[src/design/rgbte_pkg.sv]
// Package for the RGB5A3 tiled texture encoder: widths, register indexes, texel encoding.
// No dependencies; used by the interfaces and the core.
`timescale 1ns / 1ps

package rgbte_pkg;

   localparam int unsigned MAX_DIM_DEF = 1024;
   localparam int unsigned CHAN_W      = 8;
   localparam int unsigned TEXEL_W     = 16;
   localparam int unsigned INDEX_W     = 20;
   localparam int unsigned CSR_IDX_W   = 2;
   localparam int unsigned CSR_DATA_W  = 11;

   localparam logic [CSR_IDX_W-1:0] CSR_IMAGE_WIDTH  = 2'd0;
   localparam logic [CSR_IDX_W-1:0] CSR_IMAGE_HEIGHT = 2'd1;

   localparam logic [CHAN_W-1:0]  OPAQUE_ALPHA = 8'd224;
   localparam logic [TEXEL_W-1:0] OPAQUE_BIT   = 16'h8000;
   localparam logic [4:0]         MAX_5BIT     = 5'd31;
   localparam logic [4:0]         MAX_4BIT     = 5'd15;
   localparam logic [4:0]         MAX_3BIT     = 5'd7;

   // (v*maxv + 127) / 255, the divide done as (x + (x >> 8) + 1) >> 8, exact for x < 2^16 - 1
   function automatic logic [4:0] reduce_chan(input logic [CHAN_W-1:0] v,
                                              input logic [4:0] maxv);
      logic [13:0] x;
      logic [13:0] q;
      x = 14'(v) * 14'(maxv) + 14'd127;
      q = (x + (x >> 8) + 14'd1) >> 8;
      return q[4:0];
   endfunction

   function automatic logic [TEXEL_W-1:0] encode_texel(input logic [CHAN_W-1:0] r,
                                                       input logic [CHAN_W-1:0] g,
                                                       input logic [CHAN_W-1:0] b,
                                                       input logic [CHAN_W-1:0] a);
      logic [4:0] r5, g5, b5, a3, r4, g4, b4;
      r5 = reduce_chan(r, MAX_5BIT);
      g5 = reduce_chan(g, MAX_5BIT);
      b5 = reduce_chan(b, MAX_5BIT);
      a3 = reduce_chan(a, MAX_3BIT);
      r4 = reduce_chan(r, MAX_4BIT);
      g4 = reduce_chan(g, MAX_4BIT);
      b4 = reduce_chan(b, MAX_4BIT);
      if (a >= OPAQUE_ALPHA) begin
         return OPAQUE_BIT | {1'b0, r5, g5, b5};
      end
      return {1'b0, a3[2:0], r4[3:0], g4[3:0], b4[3:0]};
   endfunction

endpackage

[src/design/rgbte_ifs.sv]
// Valid/ready channel interfaces for pixel requests and texel responses.
// Depends on rgbte_pkg for field widths.
`timescale 1ns / 1ps

interface rgbte_req_if;
   logic                           valid;
   logic                           ready;
   logic [rgbte_pkg::CHAN_W-1:0]   red_in;
   logic [rgbte_pkg::CHAN_W-1:0]   green_in;
   logic [rgbte_pkg::CHAN_W-1:0]   blue_in;
   logic [rgbte_pkg::CHAN_W-1:0]   alpha_in;

   modport source (output valid, output red_in, output green_in, output blue_in,
                   output alpha_in, input ready);
   modport sink   (input valid, input red_in, input green_in, input blue_in,
                   input alpha_in, output ready);
endinterface

interface rgbte_rsp_if;
   logic                           valid;
   logic                           ready;
   logic [rgbte_pkg::TEXEL_W-1:0]  texel_value;
   logic [rgbte_pkg::INDEX_W-1:0]  texel_index;
   logic                           last_of_pixel;
   logic                           image_done;

   modport source (output valid, output texel_value, output texel_index,
                   output last_of_pixel, output image_done, input ready);
   modport sink   (input valid, input texel_value, input texel_index,
                   input last_of_pixel, input image_done, output ready);
endinterface

[src/design/rgb5a3_tiled_texture_encoder_core.sv]
// RGB5A3 4x4-tiled texture encoder core: raster pixels in, texels with tiled index out.
// A pixel goes through the work register and then the result register to rsp; one pixel
// per cycle for interior pixels while rsp is not stalled. Edge pixels hold the work
// register for one texel per padding copy, 1..16 copies. Reset: width and height 1,
// counters 0, pipeline empty. Depends on rgbte_pkg and rgbte_ifs.
`timescale 1ns / 1ps

module rgb5a3_tiled_texture_encoder_core #(
   parameter int unsigned MAX_DIM = rgbte_pkg::MAX_DIM_DEF
) (
   input  logic                                clock,
   input  logic                                reset,
   input  logic                                csr_we,
   input  logic [rgbte_pkg::CSR_IDX_W-1:0]     csr_index,
   input  logic [rgbte_pkg::CSR_DATA_W-1:0]    csr_wdata,
   rgbte_req_if.sink                           req_chan,
   rgbte_rsp_if.source                         rsp_chan
);

   localparam int unsigned PAD_MAX = ((MAX_DIM + 3) / 4) * 4;
   localparam int unsigned POS_W   = $clog2(PAD_MAX);
   localparam int unsigned DIM_W   = $clog2(PAD_MAX + 1);
   localparam int unsigned BLK_W   = rgbte_pkg::INDEX_W - 4;

   logic [DIM_W-1:0]                   width_ff, width_in, height_ff, height_in;
   logic [POS_W-1:0]                   col_ff, col_in, row_ff, row_in;

   logic                               wrk_valid_ff, wrk_valid_in;
   logic [rgbte_pkg::TEXEL_W-1:0]      wrk_texel_ff, wrk_texel_in;
   logic [POS_W-1:0]                   wrk_x_ff, wrk_x_in, wrk_y_ff, wrk_y_in;
   logic [POS_W-1:0]                   wrk_x0_ff, wrk_x0_in;
   logic [POS_W-1:0]                   wrk_xlast_ff, wrk_xlast_in, wrk_ylast_ff, wrk_ylast_in;
   logic                               wrk_img_last_ff, wrk_img_last_in;

   logic                               out_valid_ff, out_valid_in;
   logic [rgbte_pkg::TEXEL_W-1:0]      out_texel_ff, out_texel_in;
   logic [rgbte_pkg::INDEX_W-1:0]      out_index_ff, out_index_in;
   logic                               out_last_ff, out_last_in;
   logic                               out_done_ff, out_done_in;

   logic [DIM_W:0]                     pad_w_sum, pad_h_sum;
   logic [DIM_W-1:0]                   pad_w, pad_h;
   logic [POS_W-1:0]                   w_m1, h_m1, pad_w_m1, pad_h_m1;
   logic                               col_is_last, row_is_last;
   logic                               accept, out_load, wrk_final;
   logic [DIM_W-1:0]                   csr_dim;
   logic [BLK_W-1:0]                   blk;

   // Dimension clamp: zero reads as 1, oversized as MAX_DIM
   always_comb begin
      priority if (csr_wdata == '0) begin
         csr_dim = DIM_W'(1);
      end else if (csr_wdata > rgbte_pkg::CSR_DATA_W'(MAX_DIM)) begin
         csr_dim = DIM_W'(MAX_DIM);
      end else begin
         csr_dim = DIM_W'(csr_wdata);
      end
   end

   assign pad_w_sum   = ({1'b0, width_ff} + (DIM_W + 1)'(3)) & ~(DIM_W + 1)'(3);
   assign pad_h_sum   = ({1'b0, height_ff} + (DIM_W + 1)'(3)) & ~(DIM_W + 1)'(3);
   assign pad_w       = pad_w_sum[DIM_W-1:0];
   assign pad_h       = pad_h_sum[DIM_W-1:0];
   assign w_m1        = POS_W'(width_ff - DIM_W'(1));
   assign h_m1        = POS_W'(height_ff - DIM_W'(1));
   assign pad_w_m1    = POS_W'(pad_w - DIM_W'(1));
   assign pad_h_m1    = POS_W'(pad_h - DIM_W'(1));
   assign col_is_last = (col_ff == w_m1);
   assign row_is_last = (row_ff == h_m1);

   assign wrk_final   = (wrk_x_ff == wrk_xlast_ff) && (wrk_y_ff == wrk_ylast_ff);
   assign out_load    = wrk_valid_ff && (!out_valid_ff || rsp_chan.ready);
   assign req_chan.ready = !wrk_valid_ff || (out_load && wrk_final);
   assign accept      = req_chan.valid && req_chan.ready;

   assign blk = BLK_W'(wrk_y_ff >> 2) * BLK_W'(pad_w >> 2) + BLK_W'(wrk_x_ff >> 2);

   // Configuration and raster counters
   always_comb begin
      width_in  = width_ff;
      height_in = height_ff;
      col_in    = col_ff;
      row_in    = row_ff;
      if (csr_we) begin
         unique case (csr_index)
            rgbte_pkg::CSR_IMAGE_WIDTH: begin
               width_in = csr_dim;
               col_in   = '0;
               row_in   = '0;
            end
            rgbte_pkg::CSR_IMAGE_HEIGHT: begin
               height_in = csr_dim;
               col_in    = '0;
               row_in    = '0;
            end
            default: begin
            end
         endcase
      end else if (accept) begin
         if (col_is_last) begin
            col_in = '0;
            row_in = row_is_last ? '0 : row_ff + POS_W'(1);
         end else begin
            col_in = col_ff + POS_W'(1);
         end
      end
   end

   // Work register: current pixel and its walk over padding positions
   always_comb begin
      wrk_valid_in    = wrk_valid_ff;
      wrk_texel_in    = wrk_texel_ff;
      wrk_x_in        = wrk_x_ff;
      wrk_y_in        = wrk_y_ff;
      wrk_x0_in       = wrk_x0_ff;
      wrk_xlast_in    = wrk_xlast_ff;
      wrk_ylast_in    = wrk_ylast_ff;
      wrk_img_last_in = wrk_img_last_ff;
      if (accept) begin
         wrk_valid_in    = 1'b1;
         wrk_texel_in    = rgbte_pkg::encode_texel(req_chan.red_in, req_chan.green_in,
                                                   req_chan.blue_in, req_chan.alpha_in);
         wrk_x_in        = col_ff;
         wrk_y_in        = row_ff;
         wrk_x0_in       = col_ff;
         wrk_xlast_in    = col_is_last ? pad_w_m1 : col_ff;
         wrk_ylast_in    = row_is_last ? pad_h_m1 : row_ff;
         wrk_img_last_in = col_is_last && row_is_last;
      end else if (out_load) begin
         if (wrk_final) begin
            wrk_valid_in = 1'b0;
         end else if (wrk_x_ff == wrk_xlast_ff) begin
            wrk_x_in = wrk_x0_ff;
            wrk_y_in = wrk_y_ff + POS_W'(1);
         end else begin
            wrk_x_in = wrk_x_ff + POS_W'(1);
         end
      end
   end

   // Result register
   always_comb begin
      out_valid_in = out_valid_ff;
      out_texel_in = out_texel_ff;
      out_index_in = out_index_ff;
      out_last_in  = out_last_ff;
      out_done_in  = out_done_ff;
      if (out_load) begin
         out_valid_in = 1'b1;
         out_texel_in = wrk_texel_ff;
         out_index_in = {blk, wrk_y_ff[1:0], wrk_x_ff[1:0]};
         out_last_in  = wrk_final;
         out_done_in  = wrk_final && wrk_img_last_ff;
      end else if (rsp_chan.ready) begin
         out_valid_in = 1'b0;
      end
   end

   always_ff @(posedge clock) begin
      if (reset) begin
         width_ff     <= DIM_W'(1);
         height_ff    <= DIM_W'(1);
         col_ff       <= '0;
         row_ff       <= '0;
         wrk_valid_ff <= 1'b0;
         out_valid_ff <= 1'b0;
      end else begin
         width_ff     <= width_in;
         height_ff    <= height_in;
         col_ff       <= col_in;
         row_ff       <= row_in;
         wrk_valid_ff <= wrk_valid_in;
         out_valid_ff <= out_valid_in;
      end
   end

   always_ff @(posedge clock) begin
      wrk_texel_ff    <= wrk_texel_in;
      wrk_x_ff        <= wrk_x_in;
      wrk_y_ff        <= wrk_y_in;
      wrk_x0_ff       <= wrk_x0_in;
      wrk_xlast_ff    <= wrk_xlast_in;
      wrk_ylast_ff    <= wrk_ylast_in;
      wrk_img_last_ff <= wrk_img_last_in;
      out_texel_ff    <= out_texel_in;
      out_index_ff    <= out_index_in;
      out_last_ff     <= out_last_in;
      out_done_ff     <= out_done_in;
   end

   assign rsp_chan.valid         = out_valid_ff;
   assign rsp_chan.texel_value   = out_texel_ff;
   assign rsp_chan.texel_index   = out_index_ff;
   assign rsp_chan.last_of_pixel = out_last_ff;
   assign rsp_chan.image_done    = out_done_ff;

endmodule

[src/flat_wrapper.sv]
// flat-port wrapper written by rule: the top's interface ports become plain ports
module rgb5a3_tiled_texture_encoder_core_flat 
#(
   parameter int unsigned MAX_DIM = rgbte_pkg::MAX_DIM_DEF
)
  (clock, reset, csr_we, csr_index, csr_wdata, req_chan_valid, req_chan_red_in, req_chan_green_in, req_chan_blue_in, req_chan_alpha_in, req_chan_ready, rsp_chan_valid, rsp_chan_texel_value, rsp_chan_texel_index, rsp_chan_last_of_pixel, rsp_chan_image_done, rsp_chan_ready);
  rgbte_req_if req_chan_i ();
  rgbte_rsp_if rsp_chan_i ();
  input  logic clock;
  input  logic reset;
  input  logic csr_we;
  input  logic [rgbte_pkg::CSR_IDX_W-1:0] csr_index;
  input  logic [rgbte_pkg::CSR_DATA_W-1:0] csr_wdata;
  input wire logic [$bits(req_chan_i.valid)-1:0] req_chan_valid;
  input wire logic [$bits(req_chan_i.red_in)-1:0] req_chan_red_in;
  input wire logic [$bits(req_chan_i.green_in)-1:0] req_chan_green_in;
  input wire logic [$bits(req_chan_i.blue_in)-1:0] req_chan_blue_in;
  input wire logic [$bits(req_chan_i.alpha_in)-1:0] req_chan_alpha_in;
  output wire logic [$bits(req_chan_i.ready)-1:0] req_chan_ready;
  output wire logic [$bits(rsp_chan_i.valid)-1:0] rsp_chan_valid;
  output wire logic [$bits(rsp_chan_i.texel_value)-1:0] rsp_chan_texel_value;
  output wire logic [$bits(rsp_chan_i.texel_index)-1:0] rsp_chan_texel_index;
  output wire logic [$bits(rsp_chan_i.last_of_pixel)-1:0] rsp_chan_last_of_pixel;
  output wire logic [$bits(rsp_chan_i.image_done)-1:0] rsp_chan_image_done;
  input wire logic [$bits(rsp_chan_i.ready)-1:0] rsp_chan_ready;
  assign req_chan_i.valid = req_chan_valid;
  assign req_chan_i.red_in = req_chan_red_in;
  assign req_chan_i.green_in = req_chan_green_in;
  assign req_chan_i.blue_in = req_chan_blue_in;
  assign req_chan_i.alpha_in = req_chan_alpha_in;
  assign req_chan_ready = req_chan_i.ready;
  assign rsp_chan_valid = rsp_chan_i.valid;
  assign rsp_chan_texel_value = rsp_chan_i.texel_value;
  assign rsp_chan_texel_index = rsp_chan_i.texel_index;
  assign rsp_chan_last_of_pixel = rsp_chan_i.last_of_pixel;
  assign rsp_chan_image_done = rsp_chan_i.image_done;
  assign rsp_chan_i.ready = rsp_chan_ready;
  rgb5a3_tiled_texture_encoder_core #(.MAX_DIM(MAX_DIM)) u_core (.clock(clock), .reset(reset), .csr_we(csr_we), .csr_index(csr_index), .csr_wdata(csr_wdata), .req_chan(req_chan_i), .rsp_chan(rsp_chan_i));
endmodule
[config.mk]
export PLATFORM = sky130hd
export DESIGN_NAME = rgb5a3_tiled_texture_encoder_core_flat
export DESIGN_NICKNAME = d
export VERILOG_FILES = /design/src/design/rgbte_pkg.sv /design/src/design/rgbte_ifs.sv /design/src/design/rgb5a3_tiled_texture_encoder_core.sv /design/src/flat_wrapper.sv
export SDC_FILE = /design/constraint.sdc
export NUM_CORES = 1
export LEC_CHECK = 0
export BUFFER_PORTS_ARGS = -buffer_cell sky130_fd_sc_hd__buf_2
export CORE_MARGIN = 10
export CORE_UTILIZATION = 64
export DETAILED_ROUTE_END_ITERATION = 7
export PLACE_DENSITY = 0.91
export SLEW_MARGIN = 20
export SYNTH_ARGS = -nofsm -noshare
export SYNTH_HDL_FRONTEND = slang
export SYNTH_SLANG_ARGS = --single-unit
[constraint.sdc]
create_clock -name clock -period 6.4 [get_ports clock]
set_input_delay 0.32 -clock clock [delete_from_list [all_inputs] [get_ports clock]]
set_output_delay 0.32 -clock clock [all_outputs]
set_load 0.05 [all_outputs]
Yosys cells after proc, flatten, opt, wreduce, memory -nomap -nowiden
Index checks and enable logic that the tools add are counted.
{"block": "word_totals", "ff_bits": 148, "latchBits": 0, "ram_bits": 0, "romBits": 0, "in_bits": 50, "out_inout_bits": 40, "elab_cells": 122, "mem_count": 0}
{"block": "classes", "add_sub_neg": 32, "n_mul": 8, "n_div": 0, "order_cmp": 2, "n_eq_ne": 7, "n_shift": 0, "n_mux": 29, "n_bitwise": 0, "reduce_logical": 26}
{"cell": "2-to-1 mux 10 bit", "count": 18}
{"cell": "adder 13 x 7 -> 14 bit, second input constant", "count": 3}
{"cell": "adder 10 x 1 -> 10 bit, second input constant", "count": 4}
{"cell": "== test 10 bit", "count": 4}
{"cell": "subtractor 10 x 1 -> 10 bit, second input constant", "count": 4}
{"cell": "adder 12 x 7 -> 13 bit, second input constant", "count": 3}
{"cell": "adder 13 x 1 -> 13 bit, second input constant", "count": 3}
{"cell": "adder 13 x 6 -> 13 bit", "count": 3}
{"cell": "multiplier 8 x 5 -> 13 bit, second input constant", "count": 3}
{"cell": "adder 12 x 1 -> 12 bit, second input constant", "count": 3}
{"cell": "adder 12 x 5 -> 12 bit", "count": 3}
{"cell": "multiplier 8 x 4 -> 12 bit, second input constant", "count": 3}
{"cell": "2-to-1 mux 11 bit", "count": 2}
{"cell": "adder 16 x 8 -> 16 bit", "count": 1}
{"cell": "multiplier 8 x 9 -> 16 bit", "count": 1}
{"cell": "2-to-1 mux 16 bit", "count": 1}
{"cell": "2-to-1 mux 15 bit", "count": 1}
{"cell": "adder 11 x 7 -> 12 bit, second input constant", "count": 1}
{"cell": "nonzero test 2 bit", "count": 6}
{"cell": "adder 11 x 1 -> 11 bit, second input constant", "count": 1}
{"cell": "adder 11 x 2 -> 11 bit, second input constant", "count": 1}
{"cell": "adder 11 x 4 -> 11 bit", "count": 1}
{"cell": "> comparator 11 bit, second input constant", "count": 1}
{"cell": "zero test 11 bit", "count": 1}
{"cell": "14 further kinds", "count": 32}

Longest topological paths before layout
Gate-level depths: netlist of the first run.
{"block": "depth", "ltp_word": 8, "depth_mapped": 24, "mapped_depth_nobuf": 24}

Least setup slack after synthesis of the first run
OpenSTA, ideal clock, no wires.
{"block": "synth_timing", "kind": "register -> register", "from": "reg u_core.width_ff[0]", "to": "reg u_core.out_index_ff, in the netlist u_core.rsp_chan.texel_index[19], data pin", "setup_time_ns": 0.260, "t_arrival_ns": 5.532, "t_required_ns": 6.140, "setup_slack_ns": 0.609, "stages_incl_launch_ff": 21, "path_buffers": 0, "period_less_slack_ns": 5.791, "path_cell_list": "dfxtp_1 inv_1 ha_1 or4b_2 xnor2_1 nand2_1 fa_1 inv_1 fa_1 inv_1 fa_1 fa_1 inv_1 ha_1 o21ai_0 a21boi_0 o21ai_0 a21oi_1 a41o_1 o41a_1 xnor2_1"}
{"block": "synth_via", "elab_chain_cells": 3}
{"element": "from (decl)", "line": "rgb5a3_tiled_texture_encoder_core.sv:25", "text": "logic [DIM_W-1:0] width_ff, width_in, height_ff, height_in;"}
{"element": "from (signal assigned)", "line": "rgb5a3_tiled_texture_encoder_core.sv:168", "text": "width_ff <= width_in;"}
{"element": "adder 11 x 2 -> 11 bit", "line": "rgb5a3_tiled_texture_encoder_core.sv:60", "text": "assign pad_w_sum = ({1'b0, width_ff} + (DIM_W + 1)'(3)) & ~(DIM_W + 1)'(3);"}
{"element": "multiplier 8 x 9 -> 16 bit", "line": "rgb5a3_tiled_texture_encoder_core.sv:76", "text": "assign blk = BLK_W'(wrk_y_ff >> 2) * BLK_W'(pad_w >> 2) + BLK_W'(wrk_x_ff >> 2);"}
{"element": "adder 16 x 8 -> 16 bit", "line": "rgb5a3_tiled_texture_encoder_core.sv:76"}
{"element": "named net u_core.blk[15]", "line": "rgb5a3_tiled_texture_encoder_core.sv:47", "text": "logic [BLK_W-1:0] blk;"}
{"element": "to (signal assigned)", "line": "rgb5a3_tiled_texture_encoder_core.sv:186", "text": "out_index_ff <= out_index_in;"}
{"element": "to (decl)", "line": "rgb5a3_tiled_texture_encoder_core.sv:37", "text": "logic [rgbte_pkg::INDEX_W-1:0] out_index_ff, out_index_in;"}
The timed path passes the listed nets, and every way through them passes these cells.
A chain may end at the register's enable or synchronous reset.

Worst setup path in the final report of the first run
Same ends and word-level chain as after synthesis.

==> results of run 1 <==
-- critical path, delay by kind of cell (launching register included) --
kind | cells | cell delay [ns]
DFF | 1 | 0.43
and+or+nand+nor | 2 | 0.80
adders and majority gates | 6 | 2.59
xor gates and xnor gates | 2 | 0.42
AOI/OAI and AO/OA | 6 | 1.26
buffers and inverters | 4 | 0.24
-- cells in the final DEF (no fill, tap or decap), types with 8 or more instances in the layout --
master,instances
inv_1,293
ha_1,211
nand2_1,148
fa_1,130
xnor2_1,110
edfxtp_1,105
nor2_1,104
o21ai_0,94
a21oi_1,94
buf_2,89
xor2_1,67
nand3_1,47
and2_1,46
dfxtp_1,43
nor3_1,34
nor2b_1,26
a21o_1,25
o21a_1,20
and3_1,19
or3_1,17
clkbuf_16,17
or2_2,16
nor4_1,15
mux2_2,15
a211oi_1,15
a31oi_1,14
o211ai_1,14
buf_4,14
nand2b_1,12
nand3b_1,12
nand4_1,11
mux2i_1,11
a211o_1,11
or4_1,8
-- layout make-up --
cell class	count	area (um2)	area share (%)
multi-input combinational	1447	12200	64.6
sequential	148	4010	21.2
inverter	295	1110	5.85
timing repair buffer	103	551	2.91
clock buffer	21	450	2.38
tap	341	427	2.25
clock inverter	11	153	0.806
-- power by group through the flow --
| stage | sequential, mW | clock, mW | combinational, mW |
|---|---|---|---|
| after floorplan | 1.35 | 0 | 2.59 |
| after global placement | 1.26 | 0 | 3.25 |
| after detailed placement | 1.27 | 0 | 3.42 |
| after CTS | 1.25 | 1.03 | 3.44 |
| after global routing | 1.26 | 1.07 | 3.91 |
| final | 1.25 | 1.02 | 3.48 |
-- sequential cells by signal, indices dropped and copies added (netlist names), 10 cells and up --
| name | flops |
|---|---|
| u_core.rsp_chan.texel_index | 20 |
| u_core.wrk_x0_ff | 10 |
| u_core.rsp_chan.texel_value | 16 |
| u_core.row_ff | 10 |
| u_core.col_ff | 10 |
| u_core.height_ff | 10 |
| u_core.wrk_x_ff | 10 |
| u_core.wrk_ylast_ff | 10 |
| u_core.width_ff | 11 |
| u_core.wrk_texel_ff | 16 |
| u_core.wrk_y_ff | 10 |
| u_core.wrk_xlast_ff | 10 |
-- path summary, 6_finish.rpt --
check                                        start                                        end  slack [ns]  cells after the start
setup / recovery   u_core.width_ff[0]$_SDFFE_PP1P_  u_core.rsp_chan.texel_index[19]$_DFFE_PP_        0.38                     20
hold / removal                      req_chan_valid           u_core.wrk_valid_ff$_SDFFE_PP0P_        0.15                      3
setup reg to reg   u_core.width_ff[0]$_SDFFE_PP1P_  u_core.rsp_chan.texel_index[19]$_DFFE_PP_        0.38                     20
hold reg to reg   u_core.wrk_texel_ff[4]$_DFFE_PP_   u_core.rsp_chan.texel_value[4]$_DFFE_PP_        0.42                      0
-- cell families after synthesis --
family	synth area share (%)
xor gates and xnor gates	8.85
DFF	22.8
adders and majority gates	29.9
and+or+nand+nor	16.1
AOI/OAI and AO/OA	12.9
muxes	1.58
buffers and inverters	7.85
-- through the flow --
| step | power [mW] | area [um2] | hold WS (ns) |
|---|---|---|---|
| after floorplan | 3.94 | 17600 | 0.400 |
| final | 5.76 | 18900 | 0.148 |
| after CTS | 5.72 | 18900 | 0.136 |
| after global placement | 4.52 | 18300 | 0.402 |
| after global routing | 6.24 | 18900 | 0.173 |
| after detailed placement | 4.69 | 18300 | 0.405 |
-- layer usage --
layer	global-route usage [%]	vias to the layer above	part of all wire [%]
met5	0	-	0
met4	8.22	0	2.5
met3	3.72	94	5.2
met2	44.3	481	53
met1	26.8	6840	39
li1	-	6762	-
==> results by group, run 1 <==
Critical path
  – CP peak stage delay: 0.69 ns
  – Crit-path max FO: 6
  – CP Cell Sequence: inv_1 -> ha_1 -> or4b_2 -> xnor2_1 -> nand2_1 -> fa_1 -> inv_1 -> fa_1 -> inv_1 -> fa_1 -> fa_1 -> inv_1 -> ha_1 -> o21ai_0 -> a21boi_0 -> o21ai_0 -> a21oi_1 -> a41o_1 -> o41a_1 -> xnor2_1
  – Startpoint Class: flip-flop
  – Worst endpoint data arrival time: 6.20 ns
  – Crit path capture type: flip-flop
  – Slowest CP cell: or4b_2
  – CP Class: reg -> reg
  – Worst EP required: 6.58 ns

STA
  – Setup violators final: 0
  – Slew HR: between 30% and 40%
  – Clk_skew: ~0.0088 ns
  – RSZ-0062 raised after global routing: no
  – Final worst setup slack: 0.379 ns
  – Fin. max-slew vios: 0
  – Max Freq: 166 MHz
  – Final Hold Viols: 0
  – Tcrit/Tclk final: a little over nine tenths
  – Setup TNS: 0 ns
  – Worst-Margin Slew: 1.02 ns
  – Crit path time final: 6.02 ns

Routing
  – Antenna Nets Post-Route: 0
  – Vias per cell: 5.99
  – DR DRC count: 0
  – DRT iter0 DRCs: 1004
  – Initial DRT Pass Iterations: 6
  – Total wire length: 40400 um
  – WL/cell: 17.1 um
  – Via count: approximately 14k

Synthesis
  – Top cells by area, synth: edfxtp_1 (18%), ha_1 (15%), fa_1 (15%)
  – Post-synth top cells: inv_1 (294), ha_1 (211), nand2_1 (148)
  – Post-synth ARST share: 0%
  – Synth unique cells: between 80 and 90
  – Net Count, Synth: ~2.3k
  – Top_reg_cell synth: edfxtp_1
  – Count leader, synth: inv_1
  – Area leader, netlist: edfxtp_1
  – Post-synth top area share: 17.9%
  – Netlist Area Pre-Place: 17600 um2
  – Mean Syn Cell Area: 9.07 um2
  – Synth Register Bits: 148
  – Synth Warn #: 0
  – Post-synth EDFFs: roughly 110
  – Seq/Total Area, Yosys: between 20% and 30%
  – Mapped Cells: approximately 1.9k

Outcome
  – Status: finished clean

Placed design
  – Post-DP HPWL: 32100 um
  – Port Buf Inserts: 89
  – Place WS: roughly 0.39 ns
  – Routability cong.: 0.886
  – Dpl cells: approximately 2.3k

Pwr
  – Switching Power: 2.52 mW
  – Flop pwr share: 21.8%
  – Clock share of power: between 10% and 20%
  – Comb power frac: 60.5%
  – P_int: between 3 and 4 mW
  – Leak Pwr: between 8 and 9 nW
  – Switch share: a little over two fifths
  – VDD IR max: 0.194 mV
  – PwrDens: 304 nW/um2

Cells and area
  – Layout filler cell count: 1920
  – Final #Nets: 2403
  – Fin util: 70.1%
  – Share of layout cells above drive strength 1: 9.48%
  – P&R area growth vs syn: 7.45%
  – Cell Count, Final, Fillers Out: 2366
  – Antenna diode count: 0

Floorplanning
  – Initial core utilization: 65.2%
  – Chip width: 186 um
  – # IOs: 90
  – Row count: 60
  – Area of the die: 34600 um2
  – Core box area: 27000 um2
  – Die Y: 186 um

CTS
  – Maximum buffer depth of the clock tree: 2
  – Root Driver: clkbuf_16
  – TritonCTS Buffers: 17
  – Clock transition at path regs: 0.06 ns
  – Post-CTS Setup Bufs: 0
  – Worst-Skew Late Latency: between 0.4 and 0.5 ns
  – Hold_buf cts: 0
  – Number of clock sinks: 148
  – TritonCTS clock tree: done
  – PostCTS Resize Cnt: 0
  – H-tree levels: 4

GRT
  – Tot GR Track Use: 23.8%
  – Vias in the first global route: 14.4k
  – Total gr overflow: 0
  – Largest net degree at the start of global routing: 42
  – First-pass GRT wire length: 67400 um
  – Initial antenna violation count: 0

Flow run
  – Number of max-cap violations: 0

Worst hold path
  – Min-Delay Path Class: in -> reg
Note: power is estimated with default switching activity, not from simulation.
==> inputs of run 2 (changes only) <==
==> constraint.sdc (replaced) <==
create_clock -name clock -period 6.4 [get_ports clock]
set_input_delay 0.64 -clock clock [delete_from_list [all_inputs] [get_ports clock]]
set_output_delay 0.64 -clock clock [all_outputs]
set_load 0.05 [all_outputs]
==> run 2 against run 1 <==
  * Via count grew 1.7%
  * Global-route usage grew 0.60 points
  * First-iteration DRC count grew 13%
  * Non-clock buffer count grew 5
  * Hold slack gained 0.27 ns
  * Critical path type unchanged
  * Critical endpoint unchanged
  * Largest power group unchanged
==> results by group, run 2 (synthesis results as in run 1) <==
Cells and area
  – Final #Nets: 2408 (was 2403)
  – Commonest non-fill, non-tap cells in the layout: inv_1 (293), ha_1 (211), nand2_1 (148) (unchanged)
  – Layout filler cell count: 1928 (was 1920)
  – P&R area growth vs syn: 8.01% (was 7.45%)
  – Max reg flops: 20 (unchanged)
  – Most common cell after layout, fill and taps aside: inv_1 (unchanged)
  – Design area: 19000 um2 (was 18900 um2)
  – Share of layout cells above drive strength 1: 9.85% (was 9.48%)
  – Antenna diode count: 0 (unchanged)

Routing
  – WL/cell: 17.6 um (was 17.1 um)
  – Initial DRT Pass Iterations: 6 (unchanged)
  – DRT iter0 DRCs: 1136 (was 1004)
  – DR DRC count: 0 (unchanged)
  – Antenna Nets Post-Route: 0 (unchanged)
  – Total wire length: 41800 um (was 40400 um)
  – Vias per cell: 6.08 (was 5.99)
  – Via count: 14.4k (was 14.2k)

CTS
  – Clock transition at path regs: 0.06 ns (about the same)
  – Post-CTS Setup Bufs: 0 (unchanged)
  – Root Driver: clkbuf_16 (unchanged)
  – TritonCTS clock tree: done (unchanged)
  – Maximum buffer depth of the clock tree: 2 (unchanged)
  – H-tree levels: 4 (unchanged)
  – TritonCTS Buffers: 17 (unchanged)
  – Hold_buf cts: 0 (unchanged)
  – Worst-Skew Late Latency: 0.43 ns (about the same)
  – Number of clock sinks: 148 (unchanged)

Floorplanning
  – Row count: 60 (unchanged)
  – # IOs: 90 (unchanged)
  – Die Y: 186 um (unchanged)
  – Core box area: 27000 um2 (unchanged)
  – Initial core utilization: 65.2% (unchanged)
  – Area of the die: 34600 um2 (unchanged)
  – Chip width: 186 um (unchanged)

GRT
  – Vias in the first global route: 14.8k (was 14.4k)
  – Total gr overflow: 0 (unchanged)
  – Largest net degree at the start of global routing: 62 (was 42)
  – Met3 usage: 3.29% (was 3.72%)
  – Busiest grt layer: met2 (unchanged)
  – Grt met2 use: 45.3% (was 44.3%)
  – First-pass GRT wire length: 69000 um (was 67400 um)
  – Initial antenna violation count: 0 (unchanged)
  – Tot GR Track Use: 24.4% (was 23.8%)
  – Met1 usage: 27.2% (was 26.8%)

Pwr
  – PwrDens: 309 nW/um2 (was 304 nW/um2)
  – Switching Power: 2.55 mW (was 2.52 mW)
  – Comb power frac: 59.6% (was 60.5%)
  – Clock share of power: 19.1% (was 17.8%)
  – VDD IR max: 0.154 mV (was 0.194 mV)
  – Leak Pwr: 8.91 nW (was 8.84 nW)
  – Switch share: 43.4% (was 43.8%)
  – Flop pwr share: 21.3% (was 21.8%)
  – P_int: 3.33 mW (was 3.23 mW)

Critical path
  – Worst EP required: 6.58 ns (about the same)
  – CP peak stage delay: 0.69 ns (about the same)
  – Worst endpoint data arrival time: 6.24 ns (was 6.20 ns)
  – Slowest CP cell: or4b_2 (unchanged)
  – Crit path capture type: flip-flop (unchanged)
  – CP Class: reg -> reg (unchanged)
  – Critical Path Source: u_core.width_ff[0]$_SDFFE_PP1P_ (unchanged)
  – FF-to-FF Start: u_core.width_ff[0]$_SDFFE_PP1P_ (unchanged)
  – CP Cell Sequence: inv_1 -> ha_1 -> or4b_2 -> xnor2_1 -> buf_4 -> nand2_1 -> fa_1 -> inv_1 -> fa_1 -> inv_1 -> fa_1 -> fa_1 -> inv_1 -> ha_1 -> o21ai_0 -> a21boi_0 -> o21ai_1 -> a21oi_1 -> a41o_1 -> o41a_1 -> xnor2_1 (was inv_1 -> ha_1 -> or4b_2 -> xnor2_1 -> nand2_1 -> fa_1 -> inv_1 -> fa_1 -> inv_1 -> fa_1 -> fa_1 -> inv_1 -> ha_1 -> o21ai_0 -> a21boi_0 -> o21ai_0 -> a21oi_1 -> a41o_1 -> o41a_1 -> xnor2_1)
  – Buf+Inv Stages, Crit Path: 5 (was 4)
  – CP delay by family, top: adder cells (unchanged)
  – Crit-path max FO: 10 (was 6)
  – Startpoint Class: flip-flop (unchanged)

STA
  – Crit path time final: 6.06 ns (was 6.02 ns)
  – Clk_skew: 0.0105 ns (was 0.00879 ns)
  – Setup TNS: 0 ns (unchanged)
  – Setup violators final: 0 (unchanged)
  – Slew HR: 30.6% (was 32.3%)
  – RSZ-0062 raised after global routing: no (unchanged)
  – Tcrit/Tclk final: 94.7% (was 94.1%)
  – Final Hold Viols: 0 (unchanged)
  – Max Freq: 165 MHz (was 166 MHz)
  – Final worst setup slack: 0.338 ns (was 0.379 ns)
  – Worst-Margin Slew: 1.04 ns (was 1.02 ns)
  – Fin. max-slew vios: 0 (unchanged)

Outcome
  – Status: finished clean (unchanged)

Placed design
  – Routability cong.: 0.908 (was 0.886)
  – Port Buf Inserts: 89 (unchanged)
  – Place WS: 0.176 ns (was 0.390 ns)
  – Post-Place Cell Area: 18400 um2 (was 18300 um2)
  – Post-DP HPWL: 32600 um (was 32100 um)

Worst hold path
  – Min-Delay Path Class: reg -> reg (was in -> reg)
  – Worst hold path startpoint: u_core.wrk_texel_ff[4]$_DFFE_PP_ (was req_chan_valid)

Flow run
  – Number of max-cap violations: 0 (unchanged)
## run 2: layout make-up
class                   instances  area (um2)  area share (%)
well taps                     341         427            2.24
multi-input cells            1447       12200            64.3
repair buffers                108         588            3.09
flip-flops and latches        148        4010            21.1
clock buffers                  18         439            2.31
inverters                     295        1110            5.82
clock inverters                14         225            1.18
## run 2: timing repair
| item | 4_1_cts | 5_1_grt |
|---|---|---|
| gates resized for setup | 0 | 2 |
| hold endpoints to repair | 0 | 0 |
| setup endpoints to repair | 0 | 1 |
## run 2: stage by stage
step                      std cells  utilization, %  total power [mW]  hold WS (ns)
after detailed placement       2339            67.9              4.71         0.406
after global placement         2339            67.9              4.54         0.405
final                          2371            70.4              5.87         0.421
after global routing           2371            70.4              6.34         0.431
after CTS                      2371            70.4              5.84         0.421
after floorplan                1943               -              3.94         0.400
## run 2: power by group through the flow
stage / Combinational [mW] / Sequential [mW] / Clock [mW]
after floorplan: 2.59 / 1.35 / 0
after global placement: 3.28 / 1.27 / 0
after detailed placement: 3.44 / 1.27 / 0
after CTS: 3.47 / 1.25 / 1.13
after global routing: 3.92 / 1.26 / 1.16
final: 3.50 / 1.25 / 1.12
## run 2: routing by layer
layer,wire length [um],vias up
met4,1330,0
li1,-,6777
met5,0,-
met1,16100,6950
met3,2270,135
met2,22100,555
## run 2: worst paths after layout
check	end	slack [ns]	cells past startpoint
setup / recovery	u_core.rsp_chan.texel_index[19]$_DFFE_PP_	0.34	21
hold / removal	u_core.rsp_chan.texel_value[4]$_DFFE_PP_	0.42	0
setup reg to reg	u_core.rsp_chan.texel_index[19]$_DFFE_PP_	0.34	21
hold reg to reg	u_core.rsp_chan.texel_value[4]$_DFFE_PP_	0.42	0
